## config.mk

```make
export PLATFORM = sky130hd
export DESIGN_NAME = sha256_message_hasher_top
export DESIGN_NICKNAME = d
export VERILOG_FILES = /design/src/hw/rtl/sha_pkg.sv /design/src/hw/rtl/sha_datapath.sv /design/src/hw/rtl/sha_controller.sv /design/src/hw/rtl/sha256_message_hasher_top.sv
export VERILOG_INCLUDE_DIRS = /design/src /design/src/hw/rtl
export SDC_FILE = /design/constraint.sdc
export NUM_CORES = 2
export LEC_CHECK = 0
export BUFFER_PORTS_ARGS = -buffer_cell sky130_fd_sc_hd__buf_2
export CAP_MARGIN = 30
export CORE_MARGIN = 5
export CORE_UTILIZATION = 50
export CTS_BUF_LIST = sky130_fd_sc_hd__clkbuf_4 sky130_fd_sc_hd__clkbuf_8
export DETAILED_ROUTE_END_ITERATION = 10
export PLACE_DENSITY = 0.65
export SYNTH_ARGS = -nofsm -noshare
export SYNTH_HDL_FRONTEND = slang
export SYNTH_HIERARCHICAL = 1
export SYNTH_SLANG_ARGS = --single-unit
```

## constraint.sdc

```tcl
create_clock -name clk -period 13.6 [get_ports clk]
set_input_delay 1.36 -clock clk [delete_from_list [all_inputs] [get_ports clk]]
set_output_delay 1.36 -clock clk [all_outputs]
set_load 0.05 [all_outputs]
```

## src/hw/rtl/assert_macros.svh

```systemverilog
// Assertion macros shared by the hasher RTL
`ifndef ASSERT_MACROS_SVH
`define ASSERT_MACROS_SVH

// Same-cycle implication under an active-low reset
`define ASSERT_IMPLIES(lbl, clk, rstn, ante, cons, msg) \
	lbl: assert property (@(posedge clk) disable iff (!rstn) (ante) |-> (cons)) else $error(msg);

// Next-cycle implication under an active-low reset
`define ASSERT_NEXT(lbl, clk, rstn, ante, cons, msg) \
	lbl: assert property (@(posedge clk) disable iff (!rstn) (ante) |=> (cons)) else $error(msg);

`endif

```

## src/hw/rtl/sha_pkg.sv

```systemverilog
// Types and constants of the SHA-256 hasher
`timescale 1ns / 1ps
`default_nettype none
package sha_pkg;

	localparam logic [31:0] ROUND_K [64] = '{
		32'h428a2f98, 32'h71374491, 32'hb5c0fbcf, 32'he9b5dba5,
		32'h3956c25b, 32'h59f111f1, 32'h923f82a4, 32'hab1c5ed5,
		32'hd807aa98, 32'h12835b01, 32'h243185be, 32'h550c7dc3,
		32'h72be5d74, 32'h80deb1fe, 32'h9bdc06a7, 32'hc19bf174,
		32'he49b69c1, 32'hefbe4786, 32'h0fc19dc6, 32'h240ca1cc,
		32'h2de92c6f, 32'h4a7484aa, 32'h5cb0a9dc, 32'h76f988da,
		32'h983e5152, 32'ha831c66d, 32'hb00327c8, 32'hbf597fc7,
		32'hc6e00bf3, 32'hd5a79147, 32'h06ca6351, 32'h14292967,
		32'h27b70a85, 32'h2e1b2138, 32'h4d2c6dfc, 32'h53380d13,
		32'h650a7354, 32'h766a0abb, 32'h81c2c92e, 32'h92722c85,
		32'ha2bfe8a1, 32'ha81a664b, 32'hc24b8b70, 32'hc76c51a3,
		32'hd192e819, 32'hd6990624, 32'hf40e3585, 32'h106aa070,
		32'h19a4c116, 32'h1e376c08, 32'h2748774c, 32'h34b0bcb5,
		32'h391c0cb3, 32'h4ed8aa4a, 32'h5b9cca4f, 32'h682e6ff3,
		32'h748f82ee, 32'h78a5636f, 32'h84c87814, 32'h8cc70208,
		32'h90befffa, 32'ha4506ceb, 32'hbef9a3f7, 32'hc67178f2
	};

	localparam logic [31:0] INIT_HASH [8] = '{
		32'h6a09e667, 32'hbb67ae85, 32'h3c6ef372, 32'ha54ff53a,
		32'h510e527f, 32'h9b05688c, 32'h1f83d9ab, 32'h5be0cd19
	};

	localparam logic [7:0] PAD_BYTE = 8'h80;
	localparam logic [5:0] LAST_POS = 6'd63;
	localparam logic [5:0] LEN_POS  = 6'd56;
	localparam logic [5:0] LAST_ROUND = 6'd63;
	localparam logic [2:0] LAST_WORD = 3'd7;

	typedef enum logic [2:0] {
		S_IDLE, S_PAD, S_ZERO, S_LEN, S_CLOAD, S_CRUN, S_CADD, S_OUT
	} state_t;

	typedef enum logic [1:0] {
		RET_IDLE, RET_PAD, RET_ZERO, RET_OUT
	} ret_t;

	typedef struct packed {
		logic       load_byte;
		logic       pad;
		logic       clear_blk;
		logic       put_len;
		logic       comp_load;
		logic       comp_round;
		logic       comp_add;
		logic       reset_msg;
		logic [5:0] round;
	} dp_cmd_t;

	typedef struct packed {
		logic [5:0] pos;
	} dp_stat_t;

endpackage
`default_nettype wire

```

## src/hw/rtl/sha_datapath.sv

```systemverilog
// Datapath: block buffer, message schedule, round logic, hash and length registers
`timescale 1ns / 1ps
`default_nettype none
`include "assert_macros.svh"
module sha_datapath (
	input  wire logic             clk,
	input  wire logic             arst_n,
	input  wire sha_pkg::dp_cmd_t cmd,
	input  wire logic [7:0]       data_byte,
	input  wire logic [2:0]       word_sel,
	output sha_pkg::dp_stat_t     stat,
	output logic [31:0]           digest_word
);

	logic [31:0] w_q [16];
	logic [31:0] v_q [8];
	logic [31:0] hash_q [8];
	logic [63:0] cnt_q;

	logic [5:0]  pos;
	logic [31:0] s0, s1, w_new, sig0, sig1, ch, maj, t1, t2;

	assign pos = cnt_q[8:3];
	assign stat.pos = pos;
	assign digest_word = hash_q[word_sel];

	always_comb begin
		s0    = {w_q[1][6:0], w_q[1][31:7]} ^ {w_q[1][17:0], w_q[1][31:18]} ^ (w_q[1] >> 3);
		s1    = {w_q[14][16:0], w_q[14][31:17]} ^ {w_q[14][18:0], w_q[14][31:19]}
			^ (w_q[14] >> 10);
		w_new = w_q[0] + s0 + w_q[9] + s1;
		sig1  = {v_q[4][5:0], v_q[4][31:6]} ^ {v_q[4][10:0], v_q[4][31:11]}
			^ {v_q[4][24:0], v_q[4][31:25]};
		ch    = (v_q[4] & v_q[5]) ^ (~v_q[4] & v_q[6]);
		t1    = v_q[7] + sig1 + ch + sha_pkg::ROUND_K[cmd.round] + w_q[0];
		sig0  = {v_q[0][1:0], v_q[0][31:2]} ^ {v_q[0][12:0], v_q[0][31:13]}
			^ {v_q[0][21:0], v_q[0][31:22]};
		maj   = (v_q[0] & v_q[1]) ^ (v_q[0] & v_q[2]) ^ (v_q[1] & v_q[2]);
		t2    = sig0 + maj;
	end

	// block buffer doubles as the rolling schedule window
	always_ff @(posedge clk) begin
		if (cmd.load_byte) begin
			for (int j = 0; j < 16; j++) begin
				for (int l = 0; l < 4; l++) begin
					if (pos == 6'(j * 4 + l))
						w_q[j][31 - 8 * l -: 8] <= data_byte;
				end
			end
		end else if (cmd.pad) begin
			for (int j = 0; j < 16; j++) begin
				for (int l = 0; l < 4; l++) begin
					if (pos == 6'(j * 4 + l))
						w_q[j][31 - 8 * l -: 8] <= sha_pkg::PAD_BYTE;
					else if (6'(j * 4 + l) > pos)
						w_q[j][31 - 8 * l -: 8] <= 8'd0;
				end
			end
		end else if (cmd.clear_blk) begin
			for (int j = 0; j < 16; j++)
				w_q[j] <= 32'd0;
		end else if (cmd.put_len) begin
			w_q[14] <= cnt_q[63:32];
			w_q[15] <= cnt_q[31:0];
		end else if (cmd.comp_round) begin
			for (int j = 0; j < 15; j++)
				w_q[j] <= w_q[j + 1];
			w_q[15] <= w_new;
		end
	end

	always_ff @(posedge clk) begin
		if (cmd.comp_load) begin
			for (int j = 0; j < 8; j++)
				v_q[j] <= hash_q[j];
		end else if (cmd.comp_round) begin
			v_q[7] <= v_q[6];
			v_q[6] <= v_q[5];
			v_q[5] <= v_q[4];
			v_q[4] <= v_q[3] + t1;
			v_q[3] <= v_q[2];
			v_q[2] <= v_q[1];
			v_q[1] <= v_q[0];
			v_q[0] <= t1 + t2;
		end
	end

	always_ff @(posedge clk or negedge arst_n) begin
		if (!arst_n) begin
			for (int j = 0; j < 8; j++)
				hash_q[j] <= sha_pkg::INIT_HASH[j];
			cnt_q <= 64'd0;
		end else begin
			if (cmd.comp_add) begin
				for (int j = 0; j < 8; j++)
					hash_q[j] <= hash_q[j] + v_q[j];
			end else if (cmd.reset_msg) begin
				for (int j = 0; j < 8; j++)
					hash_q[j] <= sha_pkg::INIT_HASH[j];
			end
			if (cmd.reset_msg)
				cnt_q <= 64'd0;
			else if (cmd.load_byte)
				cnt_q <= cnt_q + 64'd8;
		end
	end

	`ASSERT_NEXT(a_count_step, clk, arst_n, cmd.load_byte && !cmd.reset_msg, cnt_q == $past(cnt_q) + 64'd8, "bit count did not advance by one byte")
	`ASSERT_NEXT(a_count_clear, clk, arst_n, cmd.reset_msg, cnt_q == 64'd0, "bit count not cleared after digest")
	`ASSERT_NEXT(a_hash_reload, clk, arst_n, cmd.reset_msg, hash_q[0] == sha_pkg::INIT_HASH[0], "hash not reloaded after digest")

endmodule
`default_nettype wire

```

## src/hw/rtl/sha_controller.sv

```systemverilog
// Controller: sequences byte loading, padding, compression rounds and digest output
`timescale 1ns / 1ps
`default_nettype none
`include "assert_macros.svh"
module sha_controller (
	input  wire logic              clk,
	input  wire logic              arst_n,
	input  wire logic              in_valid,
	output logic                   in_stall,
	input  wire logic              has_byte,
	input  wire logic              end_of_message,
	output logic                   out_valid,
	input  wire logic              out_stall,
	input  wire sha_pkg::dp_stat_t stat,
	output sha_pkg::dp_cmd_t       cmd,
	output logic [2:0]             word_sel
);

	sha_pkg::state_t state_q, state_d;
	sha_pkg::ret_t   ret_q, ret_d;
	logic [5:0]      round_q, round_d;
	logic [2:0]      idx_q, idx_d;

	assign word_sel = idx_q;

	always_ff @(posedge clk or negedge arst_n) begin
		if (!arst_n) begin
			state_q <= sha_pkg::S_IDLE;
			ret_q   <= sha_pkg::RET_IDLE;
			round_q <= 6'd0;
			idx_q   <= 3'd0;
		end else begin
			state_q <= state_d;
			ret_q   <= ret_d;
			round_q <= round_d;
			idx_q   <= idx_d;
		end
	end

	always_comb begin
		state_d   = state_q;
		ret_d     = ret_q;
		round_d   = round_q;
		idx_d     = idx_q;
		cmd       = '0;
		cmd.round = round_q;
		in_stall  = 1'b1;
		out_valid = 1'b0;
		unique case (state_q)
			sha_pkg::S_IDLE: begin
				in_stall = 1'b0;
				if (in_valid) begin
					if (has_byte) begin
						cmd.load_byte = 1'b1;
						if (stat.pos == sha_pkg::LAST_POS) begin
							state_d = sha_pkg::S_CLOAD;
							ret_d   = end_of_message ? sha_pkg::RET_PAD : sha_pkg::RET_IDLE;
						end else if (end_of_message) begin
							state_d = sha_pkg::S_PAD;
						end
					end else if (end_of_message) begin
						state_d = sha_pkg::S_PAD;
					end
				end
			end
			sha_pkg::S_PAD: begin
				cmd.pad = 1'b1;
				// no room for the length: finish this block, then a zero block
				if (stat.pos >= sha_pkg::LEN_POS) begin
					state_d = sha_pkg::S_CLOAD;
					ret_d   = sha_pkg::RET_ZERO;
				end else begin
					state_d = sha_pkg::S_LEN;
				end
			end
			sha_pkg::S_ZERO: begin
				cmd.clear_blk = 1'b1;
				state_d       = sha_pkg::S_LEN;
			end
			sha_pkg::S_LEN: begin
				cmd.put_len = 1'b1;
				state_d     = sha_pkg::S_CLOAD;
				ret_d       = sha_pkg::RET_OUT;
			end
			sha_pkg::S_CLOAD: begin
				cmd.comp_load = 1'b1;
				round_d       = 6'd0;
				state_d       = sha_pkg::S_CRUN;
			end
			sha_pkg::S_CRUN: begin
				cmd.comp_round = 1'b1;
				round_d        = round_q + 6'd1;
				if (round_q == sha_pkg::LAST_ROUND)
					state_d = sha_pkg::S_CADD;
			end
			sha_pkg::S_CADD: begin
				cmd.comp_add = 1'b1;
				idx_d        = 3'd0;
				unique case (ret_q)
					sha_pkg::RET_IDLE: state_d = sha_pkg::S_IDLE;
					sha_pkg::RET_PAD:  state_d = sha_pkg::S_PAD;
					sha_pkg::RET_ZERO: state_d = sha_pkg::S_ZERO;
					sha_pkg::RET_OUT:  state_d = sha_pkg::S_OUT;
					default:           state_d = sha_pkg::S_IDLE;
				endcase
			end
			sha_pkg::S_OUT: begin
				out_valid = 1'b1;
				if (!out_stall) begin
					idx_d = idx_q + 3'd1;
					if (idx_q == sha_pkg::LAST_WORD) begin
						cmd.reset_msg = 1'b1;
						state_d       = sha_pkg::S_IDLE;
					end
				end
			end
			default: state_d = sha_pkg::S_IDLE;
		endcase
	end

	`ASSERT_IMPLIES(a_out_holds_in, clk, arst_n, out_valid, in_stall, "input taken during digest output")
	`ASSERT_NEXT(a_round_end, clk, arst_n, state_q == sha_pkg::S_CRUN && round_q == sha_pkg::LAST_ROUND, state_q == sha_pkg::S_CADD, "compression did not end after last round")
	`ASSERT_NEXT(a_last_word, clk, arst_n, out_valid && !out_stall && idx_q == sha_pkg::LAST_WORD, state_q == sha_pkg::S_IDLE, "controller not idle after last digest word")

endmodule
`default_nettype wire

```

## src/hw/rtl/sha256_message_hasher_top.sv

```systemverilog
// Byte item: taken while idle; the 64th byte of a block starts compression (load, 64 rounds, add).
// End item: pad, length and compression steps; when the padding spills into a second block,
// compression and a zero block come before the length; then 8 digest items, one per cycle unstalled.
// One item at a time; input is stalled during padding, compression and digest output.
// Reset (arst_n low, asynchronous) loads the initial hash values and clears the bit count.
`timescale 1ns / 1ps
`default_nettype none
module sha256_message_hasher_top (
	input  wire logic        clk,
	input  wire logic        arst_n,
	input  wire logic        in_valid,
	output logic             in_stall,
	input  wire logic [7:0]  data_byte,
	input  wire logic        has_byte,
	input  wire logic        end_of_message,
	output logic             out_valid,
	input  wire logic        out_stall,
	output logic [31:0]      digest_word,
	output logic [2:0]       word_index,
	output logic             last_word
);

	sha_pkg::dp_cmd_t  cmd;
	sha_pkg::dp_stat_t stat;
	logic [2:0]        word_sel;

	sha_controller u_ctrl (
		.clk            (clk),
		.arst_n         (arst_n),
		.in_valid       (in_valid),
		.in_stall       (in_stall),
		.has_byte       (has_byte),
		.end_of_message (end_of_message),
		.out_valid      (out_valid),
		.out_stall      (out_stall),
		.stat           (stat),
		.cmd            (cmd),
		.word_sel       (word_sel)
	);

	sha_datapath u_dp (
		.clk         (clk),
		.arst_n      (arst_n),
		.cmd         (cmd),
		.data_byte   (data_byte),
		.word_sel    (word_sel),
		.stat        (stat),
		.digest_word (digest_word)
	);

	assign word_index = word_sel;
	assign last_word  = (word_sel == sha_pkg::LAST_WORD);

endmodule
`default_nettype wire
```

# Word-level counts from Yosys, hierarchy flattened
# Memory sizes are Yosys's and may differ from the RTL's.
# Cells that the tools add are included.
[word_totals] output_inout_bits=38 mem_count=3 romBits=2048 ramBits=768 in_bits=14 reg_bits=334 elab_cells=1525
[classes] bitwise=291 order_cmp=67 mux=1037 n_reduce_logical=11 n_addsub=21 eq_ne=82
[mem_list] memory="(no name shown)" depth=64 width=32 rd=1 rd_ports_with_merged_regs=0 write_ports=0 line_no="sha_datapath.sv:35" rtl="t1 = v_q[7] + sig1 + ch + sha_pkg::ROUND_K[cmd.round] + w_q[0];"
[mem_list] memory="u_dp.w_q" depth=16 width=32 rd=16 rd_ports_with_merged_regs=0 write_ports=16 line_no="sha_datapath.sv:15" rtl="logic [31:0] w_q [16];"
[mem_list] memory="u_dp.v_q" depth=8 width=32 rd=8 rd_ports_with_merged_regs=0 write_ports=8 line_no="sha_datapath.sv:16" rtl="logic [31:0] v_q [8];"
[op_table] operator="8-bit 2-to-1 mux" n=264
[op_table] operator="1-bit 2-to-1 mux" n=738
[op_table] operator="32-bit adder" n=18
[op_table] operator="256-bit 2-to-1 mux" n=2
[op_table] operator="32-bit 2-to-1 mux" n=12
[op_table] operator="32-bit XOR" n=9
[op_table] operator="1-bit bitwise OR" n=272
[op_table] operator="6-bit == test (second input constant)" n=33
[op_table] operator="6-bit > comparator (first input constant)" n=32
[op_table] operator="32-bit AND" n=5
[op_table] operator="64-bit 2-to-1 mux" n=2
[op_table] operator="32-bit binary-select mux with 3-bit select" n=1
[op_table] operator="6-bit by 5-bit == test with 1-bit output (second input constant)" n=16
[op_table] operator="5-bit by 6-bit > comparator with 1-bit output (first input constant)" n=16
[op_table] operator="64-bit by 4-bit adder with 64-bit output (second input constant)" n=1
[op_table] operator="6-bit by 4-bit == test with 1-bit output (second input constant)" n=8
[op_table] operator="4-bit by 6-bit > comparator with 1-bit output (first input constant)" n=8
[op_table] operator="32-bit NOT" n=1
[op_table] operator="32-bit by 22-bit XOR with 32-bit output" n=1
[op_table] operator="32-bit by 29-bit XOR with 32-bit output" n=1
[op_table] operator="3-bit 2-to-1 mux" n=9
[op_table] operator="6-bit by 3-bit == test with 1-bit output (second input constant)" n=4
[op_table] operator="3-bit by 6-bit > comparator with 1-bit output (first input constant)" n=4
[op_table] operator="3-bit one-hot mux with 8 select lines" n=1
[op_table] operator="other kinds (31)" n=51

# Logic depth before layout (Yosys ltp)
[logic_depth] depth_word=10 ltp_mapped=41 mapped_depth_nobuf=40

# Hierarchy
# Netlist, hierarchy kept.
[modules_own_cells] module="sha_datapath" area_each_um2=75503.7 seq_area_each_um2=26910.8 cells_each=8647 instances=1
[modules_own_cells] module="sha_controller" area_each_um2=874.6 seq_area_each_um2=350.3 cells_each=105 instances=1
[modules_own_cells] module="sha256_message_hasher_top" area_each_um2=6.3 seq_area_each_um2=0.0 cells_each=1 instances=1

# Least setup slack after synthesis
# Ideal clock, no wire load.
[synth_timing] kind="reg2reg" start="register u_ctrl.round_q[1]" end="memory u_dp.v_q[0][31] (data pin)" stages_incl_launch_ff=36 period_less_slack_ps=8434 arrival_time_ps=8166 setup_time_ps=267 path_buffers=2 slack_ps=5166 required_ps=13333 path_cell_list="dfrtp_1 -> clkbuf_1 -> inv_1 -> ha_1 -> or2_2 -> clkbuf_1 -> nand2_1 -> nand2_1 -> o21ai_0 -> mux4_2 -> fa_1 -> fa_1 -> inv_1 -> fa_1 -> inv_1 -> ha_1 -> nand3_1 -> nor2_1 -> a2111oi_0 -> nand2_1 -> a31oi_1 -> xnor2_1 -> inv_1 -> fa_1 -> inv_1 -> ha_1 -> nand3_1 -> nor4b_1 -> a211o_1 -> a211oi_1 -> o31ai_1 -> o21ai_0 -> o21ai_0 -> a21oi_1 -> xnor2_1 -> o21ai_0"
[synth_lines] item="from (decl)" line_no="sha_controller.sv:21" rtl="logic [5:0] round_q, round_d;"
[synth_lines] item="from (signal assigned)" line_no="sha_controller.sv:35" rtl="round_q <= round_d;"
[synth_lines] item="to (decl)" line_no="sha_datapath.sv:16"

==> metrics.md <==
| Metric | Value |
|---|---|
| Status | `finished, final reports clean` |
| Achievable Freq | `about 95 MHz` |
| Fin. Hold Viols | `0` |
| Hold crit path type | `input port to asynchronous set/reset pin` |
| Starting DRT DRC Count | `8973` |
| Metal2 WL | `approximately 120 mm` |
| TritonCTS Buffers | `~200` |
| Worst-margin pin slew | `1.15 ns` |
| Placed inst area | `approximately 0.078 mm²` |
| Pre-antenna DRT Iters | `8` |
| Post-route ant nets | `0` |
| IO Port Bufs | `51` |
| WL final | `around 290 mm` |
| Clock Latency Late Sink | `between 0.9 and 1 ns` |
| CP most frequent cell | `o21ai_0` |
| Max Slew Vio Count | `0` |
| Post-Syn Nets | `between 9000 and 10000` |
| Top cell type's share of synthesized area | `0.135` |
| Via count | `just under 70000` |
| # Post-CTS Setup Buffers | `0` |
| Clk_skew | `around 0.065 ns` |
| Setup crit start kind | `flip-flop` |
| Post-CTS Resized | `0` |
| Initial antenna violation count | `12` |
| # rows | `143` |
| IO Pins | `52` |
| Worst reg-to-reg path cell count | `37` |
| # fillers | `approximately 14000` |
| Die area | `0.161 mm²` |
| Top Layer Used | `met5` |
| Critical path's slowest cell | `inv_1` |
| Max_cap viols | `0` |
| Wl on met1 | `between 100 and 150 mm` |
| Nets@finish | `9187` |
| Area Growth Syn to Fin | `8.03%` |
| Final Instance Area | `approximately 0.083 mm²` |
| Area leader, netlist | `edfxtp_1` |
| # DRC | `0` |
| Critical path endpoint category | `flip-flop` |
| Core Area | `~0.15 mm²` |
| Die Height | `between 400 and 500 µm` |
| Post-detail-place hpwl | `roughly 210 mm` |
| Number of synthesized flops with an enable pin | `about 340` |
| Fraction of final layout cells sized beyond drive strength 1 | `0.109` |
| Seq/Total Area, Yosys | `0.357` |
| CTS Sinks | `between 1000 and 1500` |
| Area contributors post-synth | `edfxtp_1 (13%), dfxtp_1 (11%), a21oi_1 (7.4%), ha_1 (6.4%), dfrtp_1 (6.4%)` |
| Routed met3 length | `34.3 mm` |
| FF-to-FF Start | `u_ctrl/round_q[2]$_DFFE_PN0P_` |
| Synth Warn # | `6` |
| Slowest stage delay, CP | `roughly 0.63 ns` |
| Cell Area, Synth | `approximately 0.076 mm²` |
| Root Driver | `clkbuf_8` |
| Drt wl/cell | `approximately 27 µm` |
| Slew HR | `0.235` |
| GPL Wtd Cong | `~1` |
| Wire length of the first global-routing pass | `between 400 and 500 mm` |
| Largest net degree at the start of global routing | `~220` |
| TritonCTS clock tree | `built` |
| Post-synthesis cell type count | `roughly 120` |
| FFs w/ async S/R, synth | `0.301` |
| All-Layer GR Usage | `0.344` |
| RSZ-0062 raised after global routing | `no` |
| Crit path kind | `flip-flop to flip-flop` |
| RR Endpoint | `u_dp/v_q[0][31]$_DFFE_PP_` |
| Synth Register Bits | `between 1000 and 1500` |
| Final worst-path cycle share | `0.774` |
| Setup TNS | `0 ns` |
| Final Core Density | `0.543` |
| Worst-path maximum fanout | `between 70 and 80` |
| Maximum root-to-sink buffer count | `3` |
| Crit path DAT | `11.21 ns` |
| Die width | `around 400 µm` |
| Vias in the first global route | `64500` |
| Drt via density | `about 6.4` |
| Avg Cell Area, Syn | `between 8 and 9 µm²` |
| Setup violators final | `0` |
| Crit path time final | `10.52 ns` |
| Post-Synthesis Cells | `between 8000 and 9000` |
| R2R Setup Slk | `a little over 3 ns` |
| Data required time of the worst path | `14.28 ns` |
| H-tree depth | `4` |
| Grt ovf | `0` |
| Clock Pin Slew Worst Setup and Hold Paths | `0.06 ns` |
| Hold_buf cts | `0` |
| Initial core utilization | `0.503` |
| Post-synth top flop | `dfxtp_1` |
==> synthesized netlist by cell type (99+ instances only) <==
library cell / count
nand3_1: 172
clkbuf_1: 417
dfxtp_1: 425
a21oi_1: 1124
fa_1: 195
ha_1: 392
nand2_1: 1207
a211oi_1: 214
nor3_1: 194
xnor2_1: 410
o21ai_0: 561
a21o_1: 149
xor2_1: 188
edfxtp_1: 343
dfrtp_1: 195
inv_1: 276
dfstp_2: 136
nor2_1: 650
nand2b_1: 99
==> registers in the layout (all words and copies together) (netlist names) <==
name             count
u_dp/cnt_q          61
u_ctrl/word_sel      3
u_dp/v_q           256
u_ctrl/round_q       6
u_ctrl/ret_q         2
u_dp/w_q           512
u_dp/hash_q        256
u_ctrl/state_q       3
==> layer usage <==
layer | vias up | global-route usage
li1 | 31100 | -
met1 | 33800 | 0.498
met2 | 3761 | 0.484
met3 | 666 | 0.104
met4 | 8 | 0.128
met5 | - | 0
==> cells in the final DEF, fill, tap and decap left out, types with 57 or more instances in the layout <==
cell type and n:
nand2b_1 97, dfxtp_1 425, ha_1 392, nand3_1 172, edfxtp_1 343, dfrtp_1 188
a21oi_1 1124, clkbuf_4 87, clkbuf_8 233, a211oi_1 214, nand2_1 1205, o21bai_1 61
xnor2_1 410, buf_4 111, inv_1 275, mux4_2 77, xor2_1 188, mux2_2 60
nor2_1 644, o21ai_0 559, buf_2 57, a21o_1 149, fa_1 195, a31oi_1 87
dfstp_2 136, o21a_1 71, nor3_1 193
==> worst max path at each step <==
stage,startpoint,to,depth (start not counted)
floorplan,u_ctrl/round_q[1]$_DFFE_PN0P_,u_dp/v_q[0][31]$_DFFE_PP_,35
global placement,u_ctrl/round_q[2]$_DFFE_PN0P_,u_dp/v_q[0][31]$_DFFE_PP_,37
detailed placement,u_ctrl/round_q[2]$_DFFE_PN0P_,u_dp/v_q[0][31]$_DFFE_PP_,37
CTS,u_ctrl/round_q[2]$_DFFE_PN0P_,u_dp/v_q[0][31]$_DFFE_PP_,37
global route,u_ctrl/round_q[2]$_DFFE_PN0P_,u_dp/v_q[0][31]$_DFFE_PP_,37
finish,u_ctrl/round_q[2]$_DFFE_PN0P_,u_dp/v_q[0][31]$_DFFE_PP_,37
==> cell families (layout without fill, tap and decap cells) <==
group	Yosys count	after routing	share of synthesized area
adder cells (fa/ha/maj)	608	608	0.118
XOR/XNOR	598	598	0.0686
other	0	6	0
buffers and inverters	820	829	0.0426
flip-flops	1099	1099	0.357
AND/OR/NAND/NOR	2702	2702	0.158
AO/OA/AOI/OAI	2760	2760	0.220
multiplexers	166	166	0.0353
==> metrics by stage <==
stage | worst slack, ns | std cells | hold slack, ns
after detailed placement | 3.33 | 10400 | 0.433
after CTS | 3.30 | 10800 | 0.289
after global placement | 3.45 | 10400 | 0.429
after floorplan | 5.17 | 8753 | 0.416
final | 3.08 | 10800 | 0.338
after global routing | 2.34 | 10800 | 0.304
==> final cells by class <==
class                   count  area, µm²  area share
diodes                      6       15.0    0.000182
repair buffers            176       1280      0.0156
well taps                2030       2540      0.0308
clock inverters            56        542     0.00657
flip-flops and latches   1099      27300       0.331
inverters                 278       1050      0.0127
multi-input cells        6834      46000       0.557
clock buffers             319       3850      0.0467
==> critical path: cells and delay by family, from the launching register on <==
| family | cells | cell delay (ns) |
|---|---|---|
| flip-flops | 1 | 0.34 |
| XOR/XNOR | 1 | 0.15 |
| AND/OR/NAND/NOR | 8 | 1.96 |
| AO/OA/AOI/OAI | 16 | 3.66 |
| buffers and inverters | 6 | 1.46 |
| adder cells (fa/ha/maj) | 6 | 2.66 |
Power is left out: the tool's default activity adds up to more than one toggle a clock period on the data nets, which glitch-free logic cannot reach.
